[config.mk]
export PLATFORM = sky130hd
export DESIGN_NAME = tpl_ring_mem
export DESIGN_NICKNAME = d
export VERILOG_FILES = /design/src/rtl/core/tpl_ring_mem.sv
export SDC_FILE = /design/constraint.sdc
export NUM_CORES = 1
export LEC_CHECK = 0
export BUFFER_PORTS_ARGS = -buffer_cell sky130_fd_sc_hd__buf_2
export CAP_MARGIN = 20
export CORE_ASPECT_RATIO = 0.8
export CORE_MARGIN = 10
export CORE_UTILIZATION = 50
export CTS_BUF_LIST = sky130_fd_sc_hd__clkbuf_16
export DETAILED_ROUTE_END_ITERATION = 6
export MAX_ROUTING_LAYER = met4
export PLACE_DENSITY = 0.64
export REMOVE_ABC_BUFFERS = 1
export SKIP_CTS_REPAIR_TIMING = 1
export SLEW_MARGIN = 20
export SYNTH_ARGS = -nofsm -noshare
export SYNTH_HDL_FRONTEND = slang
export SYNTH_SLANG_ARGS = --single-unit
[constraint.sdc]
create_clock -name clk_i -period 2.55 [get_ports clk_i]
set_input_delay 0.51 -clock clk_i [delete_from_list [all_inputs] [get_ports clk_i]]
set_output_delay 0.51 -clock clk_i [all_outputs]
set_load 0.02 [all_outputs]
[src/rtl/core/tpl_ring_mem.sv]
// Ring of recently marked pairs: one write port, one read port, read data registered.
// A read of the entry being written in the same cycle returns the new data.
// Depends on nothing.
module tpl_ring_mem #(
  parameter int unsigned DEPTH  = 16,
  parameter int unsigned ADDR_W = 4,
  parameter int unsigned DATA_W = 12
) (
  input  logic              clk_i,
  input  logic              we_i,
  input  logic [ADDR_W-1:0] waddr_i,
  input  logic [DATA_W-1:0] wdata_i,
  input  logic [ADDR_W-1:0] raddr_i,
  output logic [DATA_W-1:0] rdata_o
);

  logic [DATA_W-1:0] mem [DEPTH];
  logic [DATA_W-1:0] rdata_q;

  // Write the entry
  always_ff @(posedge clk_i) begin
    if (we_i) begin
      mem[waddr_i] <= wdata_i;
    end
  end

  // Read every cycle, forward a write to the same entry
  always_ff @(posedge clk_i) begin
    if (we_i && (waddr_i == raddr_i)) begin
      rdata_q <= wdata_i;
    end else begin
      rdata_q <= mem[raddr_i];
    end
  end

  assign rdata_o = rdata_q;

endmodule

==> qor.txt <==
Status = finished with violations
Failing checks = negative setup slack
Final WS setup = -0.0610 ns
Peak VDD IR = 631 uV
Final wirelength = 16200 um
Required time of the critical path = 2.04 ns
CTS root buf = clkbuf_16
Port bufs = 33
Synth warn = 0
Commonest non-fill, non-tap cell in the layout = edfxtp_1
Fmax = 383 MHz
Initial drt markers = 433
Area after DPL = 8100 um2
First-pass GRT wire length = 23500 um
Nets = 430
Worst Path Max Fanout = 6
Total number of vias = 3599
Max-cap violations = 0
Wirelength per Cell = 26.7 um
Fin area = 8870 um2
Clock-pin slew on the worst setup and hold paths = 0.07 ns
Setup CP Type = reg2out
Vias in the first global route = 3691
WL met1 = 7020 um
Met3 routed WL = 969 um
Post-DP HPWL = 10300 um
Core area = 14400 um2
Drt pass-1 iters = 5
Actual slew at the worst max-slew pin = 0.420 ns
Num CTS Buffers = 17
Synth unique cells = 18
CP Capture Type = primary output
Layout fillers = 1021
RSZ-0062 raised after global routing = yes
Setup violations, final = 8
Total global-route track usage = 16.8%
CTS tree = done
Initial antenna violation count = 0
Fin. Hold Viols = 0
Final period utilization = 102%
Starting Density = 51.5%
Slew Limit Fails = 0
DR top layer = met4
Die Area = 20200 um2
Number of placed instances, taps included = 566
Mapped Avg Cell Area = 23.2 um2
CTS Buffer Depth = 2
LEAKAGE = 2.95 nW
Cell area after synthesis = 7440 um2
Detail-routed via count per cell = 5.95
Layout cells sized above 1 = 42.8%
Commonest non-fill, non-tap cells in the layout = edfxtp_1, mux4_2, buf_4
Pwr dens = 743 nW/um2
Overflow after GRT = 0
Fin crit period = 2.61 ns
Hold crit path type = in2reg
WP data arrival = 2.10 ns
Chip height = 129 um
Crit start category = flop
Flip-flop and latch area = 5850 um2
Clock sinks = 196
Inserted Diodes = 0
Area grow syn2layout = 19.2%
H-tree Lvls = 4
Mapped Cells = 321
FP Rows = 39
Yosys reg bits = 196
Number of flip-flops under the largest register name = 192
WHS = 0.178 ns
Register area share after synthesis = 78.6%
Multi-input gate area = 1580 um2
# IOs = 34
Final ANT Viol Nets = 0
Die Span X = 156 um
Reg with most FFs = mem
Met2 WL = 7990 um
# DRC = 0
Slew HR = 72.0%
Routability cong. = 0.797
Post-Layout Cell Count = 605
Pin count of the biggest net entering global routing = 36
Biggest regs = mem x192
==> routing by layer <==
metal | up-vias | track usage, %
li1 | 1544 | -
met1 | 1899 | 22.0
met2 | 137 | 25.5
met3 | 19 | 4.50
met4 | 0 | 5.15
met5 | - | -
==> cells in the mapped netlist <==
cell type  count  share of area, %
and2_1         1             0.084
clkbuf_1       6              0.30
nand2_1       13              0.66
mux4_1        15               5.3
buf_6          1              0.15
nor3_1         4              0.27
mux4_2        33                10
edfxtp_1     192                77
nand3b_1       2              0.20
a22oi_1       24               2.4
or3b_1         1              0.12
nor2b_1        2              0.17
nand3_1        1             0.067
buf_2          5              0.34
nor2_1        13              0.66
buf_12         2              0.54
nand2b_1       2              0.17
dfxtp_1        4               1.1
==> cell type report <==
| type | instances | share of cell area (%) |
|---|---|---|
| Tap cell | 184 | 2.60 |
| Clock inverter | 15 | 1.62 |
| Clock buffer | 17 | 4.80 |
| Multi-Input combinational cell | 111 | 17.8 |
| Timing Repair Buffer | 82 | 7.28 |
| Sequential cell | 196 | 66.0 |
==> worst max-delay path, stage by stage (launching register included) <==
cell and delay [ns]:
dfxtp_4 0.38, buf_8 0.16, buf_4 0.13, mux4_2 0.50, a22oi_2 0.20, nand2_2 0.12
buf_2 0.18
==> power by group <==
group	total, mW	internal (mW)	switching, mW	leakage [nW]
combinational	0.426	0.186	0.241	0.906
sequential	3.62	3.60	0.0188	1.77
clock	2.54	1.43	1.11	0.279
==> logic make-up (layout without fill, tap and decap cells) <==
kind of cell	after synthesis	count (layout)	synth area share (%)
buffers and inverters	14	114	1.33
muxes	48	48	15.3
DFF	196	196	78.6
and+or+nand+nor	39	39	2.39
AOI/OAI and AO/OA	24	24	2.42
==> worst paths after layout <==
| path | from | end | slack [ns] | depth (start not counted) |
|---|---|---|---|---|
| setup / recovery | flop | rdata_o[10] | -0.06 | 6 |
| hold / removal | raddr_i[2] | flop | 0.18 | 1 |
==> stage by stage <==
step	TNS (ns)	power [mW]	worst slack (ns)	utilization, %
6_report	-0.292	6.59	-0.0610	61.4
5_1_grt	-1.25	6.80	-0.139	61.4
4_1_cts	-1.86	6.59	-0.241	60.0
3_5_place_dp	0	4.07	0.227	56.1
3_3_place_gp	0	4.06	0.265	56.1
2_1_floorplan	-10.59	3.89	-0.905	-
Power figures use the tool's default switching activity.
